<file path="src/rtl/core/hmbs_bank.sv">
// one bank of the height store, one write port and one registered read port
module hmbs_bank #(
  parameter int unsigned Depth = 512,
  parameter int unsigned AddrW = 9
) (
  input  logic             clk,
  input  logic             we,
  input  logic [AddrW-1:0] waddr,
  input  logic [7:0]       wdata,
  input  logic             re,
  input  logic [AddrW-1:0] raddr,
  output logic [7:0]       rdata
);

  logic [7:0] mem [Depth];

  always_ff @(posedge clk) begin
    if (we) begin
      mem[waddr] <= wdata;
    end
  end

  always_ff @(posedge clk) begin
    if (re) begin
      rdata <= mem[raddr];
    end
  end

endmodule

</file>
<file path="config.mk">
export PLATFORM = sky130hd
export DESIGN_NAME = hmbs_bank
export DESIGN_NICKNAME = d
export VERILOG_FILES = /design/src/rtl/core/hmbs_bank.sv
export SDC_FILE = /design/constraint.sdc
export NUM_CORES = 2
export LEC_CHECK = 0
export BUFFER_PORTS_ARGS = -buffer_cell sky130_fd_sc_hd__buf_2
export CAP_MARGIN = 20
export CORE_ASPECT_RATIO = 0.75
export CORE_MARGIN = 4
export CORE_UTILIZATION = 25
export CTS_CLUSTER_SIZE = 28
export DETAILED_ROUTE_END_ITERATION = 12
export GPL_ROUTABILITY_DRIVEN = 0
export GPL_TIMING_DRIVEN = 0
export PLACE_DENSITY_LB_ADDON = 0.05
export SYNTH_ARGS = -nofsm -noshare
export SYNTH_HDL_FRONTEND = slang
export SYNTH_SLANG_ARGS = --single-unit
export TNS_END_PERCENT = 20
</file>
<file path="constraint.sdc">
create_clock -name clk -period 4.4 [get_ports clk]
set_input_delay 0.66 -clock clk [delete_from_list [all_inputs] [get_ports clk]]
set_output_delay 0.66 -clock clk [all_outputs]
set_load 0.01 [all_outputs]
</file>
## Word-level counts from Yosys, hierarchy flattened

Memories as Yosys holds them, arrays and structs flattened. A register that Yosys moved wholly into a read port is not among the register bits.
Cells that the tools add are included.

- Bits in registers: 0
- Bits in writable memories: 4096
- Bits of input ports: 29
- Output and inout port bits: 8
- Logic and storage cells: 3
- Memories: 1

Memory list:

| memory | words | width | read ports | clocked after Yosys merged registers in | write ports | line | RTL |
|---|---|---|---|---|---|---|---|
| mem | 512 | 8 | 1 | 1 | 1 | 15 | `logic [7:0] mem [Depth];` |

- Mux-type cells: 2

Operator list:

| operator | count |
|---|---|
| 1-bit 2-to-1 mux | 2 |

## Longest topological paths before layout

- Word-level depth: 2
- Depth in mapped cells: 12
- Depth with buffers taken out: 7

## Worst setup path after synthesis

Ideal clock, no wire load.

- Path type: input to register
- Start point: input raddr[0]
- End point: register rdata[0] (read register of mem) (data pin)
- Library setup time: 0.257 ns
- Data arrival time: 2.514 ns
- Data required time: 4.143 ns
- Path slack: 1.629 ns
- Cell stages on the path: 10
- Path buffers: 4
- Cells stage by stage: buf_4 > buf_12 > buf_12 > buf_2 > mux4_2 > o21ai_0 > nand3_1 > nand4_1 > o21ai_0 > o2111a_1

RTL lines:

| element | line | RTL |
|---|---|---|
| start, declared | 11 | `input logic [AddrW-1:0] raddr,` |
| end, declared | 12 | `output logic [7:0] rdata` |

==> flow_metrics.py <==
metrics = {
    "outcome": {
        "status": "finished, violations left",
        "failed_checks": "setup timing",
    },
    "clock_tree": {
        "postCtsSetupRepairBufs": 0,
        "cts_tree": "built",
        "htreeDepth": 5,
        "cts_max_path_buffers": 4,
        "path_clk_slew_ns": 0.06,
        "cts_sinks": 4104,
        "cts_buffers": 446,
        "clock-root-buffer": "clkbuf_16",
        "worstSkewPairLatency_ns": 1.08,
    },
    "cells_and_area": {
        "syn_to_final_growth_pct": 19.1,
        "fin_util": 0.299,
        "drive_gt1_frac": 0.218,
        "fillerInstances": 61991,
        "final_cell_area_mm2": 0.191,
        "final_nets": 8837,
    },
    "logic_synthesis": {
        "netlist_area_mm2": 0.160,
        "ys_top_cells_by_count": "edfxtp_1, mux2i_1, mux4_2",
        "synth_flop_cell": "edfxtp_1",
        "synth_async_sr_flop_share": 0,
        "yosysMostFrequentCell": "edfxtp_1",
        "syn_nets": 8059,
        "netlist.area_leader.share": 0.770,
        "ys_seq_area_frac": 0.770,
        "synth_cell_type_count": 50,
        "yosysTopAreaCell": "edfxtp_1",
        "ys_ff_latch": 4104,
        "yosysWarnings": 0,
        "avgSynthCellArea_um2": 19.9,
        "synth_edf_count": 4104,
        "synth_cells": 8030,
        "synth.area.top_cells": "edfxtp_1, mux4_2, mux2i_1, o221ai_1, nor2_1",
    },
    "pwr": {
        "ir_worst_vdd_uv": 331,
        "finalPower_w": 0.0868,
        "leakage_nw": 59.6,
        "power_density_mw_per_mm2": 456,
    },
    "timing": {
        "finalClockSkew_ns": 0.0705,
        "period_minus_slack_ns": 4.71,
        "rsz0062_at_grt": "false",
        "slew_headroom": 0.138,
        "setup_viol": 8,
        "hold_ws_ns": 0.134,
        "worst_slew_pin_slew_ns": 1.29,
        "hold_viol_final": 0,
        "max_freq_mhz": 213,
        "slew_viol_final": 0,
        "period_share": 1.07,
        "setup_slack_ns": -0.306,
        "setup_tns_ns": -1.72,
    },
    "place": {
        "dp.final_hpwl_mm": 602,
        "io_buffers": 32,
        "dpl_cell_area_mm2": 0.176,
    },
    "floorplanning": {
        "start_util": 0.251,
        "core_mm2": 0.638,
        "rows": 254,
        "die_w_um": 932,
        "dieArea_mm2": 0.653,
        "io_pins": 37,
        "die_h_um": 701,
    },
    "routing": {
        "drt_pass1_iterations": 6,
        "route.detailed.wl_per_inst_um": 46.0,
        "drcViolationCount": 0,
        "vias": 93551,
        "finalWirelength_mm": 812,
        "first_iter_violations": 16081,
        "post_drt_via_cell_ratio": 5.29,
        "ant_nets": 0,
    },
    "worst_setup_path": {
        "required_ns": 5.21,
        "critPathMaxFanout": 11,
        "cp-start-kind": "primary input",
        "worstPathArrival_ns": 5.51,
        "endpoint_kind": "flop",
        "path_class": "primary input to flop",
    },
    "global_routing": {
        "grt.total_usage": 0.241,
        "grt_max_degree": 137,
        "grt_antenna_before_repair": 181,
        "grt_pass1_wl_mm": 1010,
        "grt_overflow": 0,
        "grt_pass1_vias": 87593,
    },
    "run": {
        "maxCapViolCount": 0,
    },
    "worst_hold_path": {
        "min-delay-path-class": "primary input to flop",
    },
}
==> repair_timing <==
item                                   CTS  global route
endpoints found under the hold margin   48             0
pin swaps                                1             2
hold buffers                             3             0
gates resized for setup                 57             7
setup endpoints to repair                8             5
==> cells in the final DEF (no fill, tap or decap), drive strengths merged, types with 7 or more instances in the layout <==
cell | Yosys | routed
edfxtp | 4104 | 4104
o21ai | 119 | 119
a21oi | 194 | 194
clkinv | 0 | 208
nor2 | 597 | 597
mux4 | 654 | 654
o2111a | 8 | 8
bufinv | 0 | 34
nor3b | 8 | 8
o31ai | 13 | 13
inv | 3 | 15
diode | 0 | 53
clkinvlp | 0 | 13
mux2i | 797 | 797
nor3 | 109 | 109
nand4 | 32 | 32
clkbuf | 265 | 813
a211oi | 17 | 17
buf | 248 | 572
a22oi | 61 | 61
and2 | 20 | 20
nand2 | 111 | 111
o221ai | 372 | 372
o41ai | 7 | 7
nand3 | 36 | 36
nor4 | 36 | 36
o22ai | 163 | 163
==> kinds of logic after synthesis <==
| group | Yosys count | synth area share |
|---|---|---|
| AOI/OAI and AO/OA | 979 | 0.0431 |
| buffers and inverters | 516 | 0.0185 |
| DFF | 4104 | 0.770 |
| muxes | 1451 | 0.142 |
| and+or+nand+nor | 980 | 0.0263 |
==> stage by stage <==
| stage | std cells | worst slack (ns) |
|---|---|---|
| after floorplan | 8030 | 1.63 |
| after global placement | 16510 | -7.01 |
| after detailed placement | 16788 | -2.02 |
| after CTS | 17606 | 0.00210 |
| after global routing | 17631 | 0.00646 |
| final | 17676 | -0.306 |
==> layer usage <==
metal  up-vias  routed length, µm  global-route usage
met4         6              22700              0.0603
met2      5355             321000               0.326
met3       895              75000              0.0576
met1     52096             394000               0.381
met5         -                 46                   0
li1      35199                  -                   -
==> where the power goes <==
group / switching (W) / internal [W] / leakage, nW / total [W]
sequential: 0.0000125 / 0.0431 / 36.9 / 0.0431
clock: 0.0165 / 0.0207 / 6.80 / 0.0372
combinational: 0.00489 / 0.00158 / 15.9 / 0.00647
total: 0.0214 / 0.0654 / 59.6 / 0.0868
==> final timing paths <==
| kind | cells past startpoint | slack [ns] | to | startpoint |
|---|---|---|---|---|
| max | 10 | -0.31 | rdata[1]$_DFFE_PP_ | raddr[4] |
| min | 1 | 0.13 | mem[78][2]$_DFFE_PP_ | wdata[2] |
| max reg2reg | 7 | 0.45 | rdata[2]$_DFFE_PP_ | mem[33][2]$_DFFE_PP_ |
| min reg2reg | 6 | 1.37 | rdata[0]$_DFFE_PP_ | mem[392][0]$_DFFE_PP_ |
==> state kept, by name, indices dropped and copies added, names as in the netlist <==
register	cells
mem	4096
rdata	8
==> layout make-up <==
type,count,area [µm²],share of cell area
inverter,3,11.3,0.0000591
clock buffer,548,11700,0.0613
sequential,4104,123000,0.647
clock inverter,267,2250,0.0118
multi-input combinational,3410,34000,0.178
buffer,512,3280,0.0172
timing repair buffer,331,5360,0.0281
tap,8448,10600,0.0555
antenna,53,133,0.000696
==> critical path, stage by stage <==
cell      delay, ns
buf_2          0.59
clkbuf_4       0.66
clkbuf_2       0.86
o221ai_1       0.57
nor3_1         1.06
nor3_1         0.20
o211ai_1       0.18
nor3_1         0.10
buf_4          0.24
o2111a_1       0.21
No activity file was read; power rests on OpenSTA's default activity.
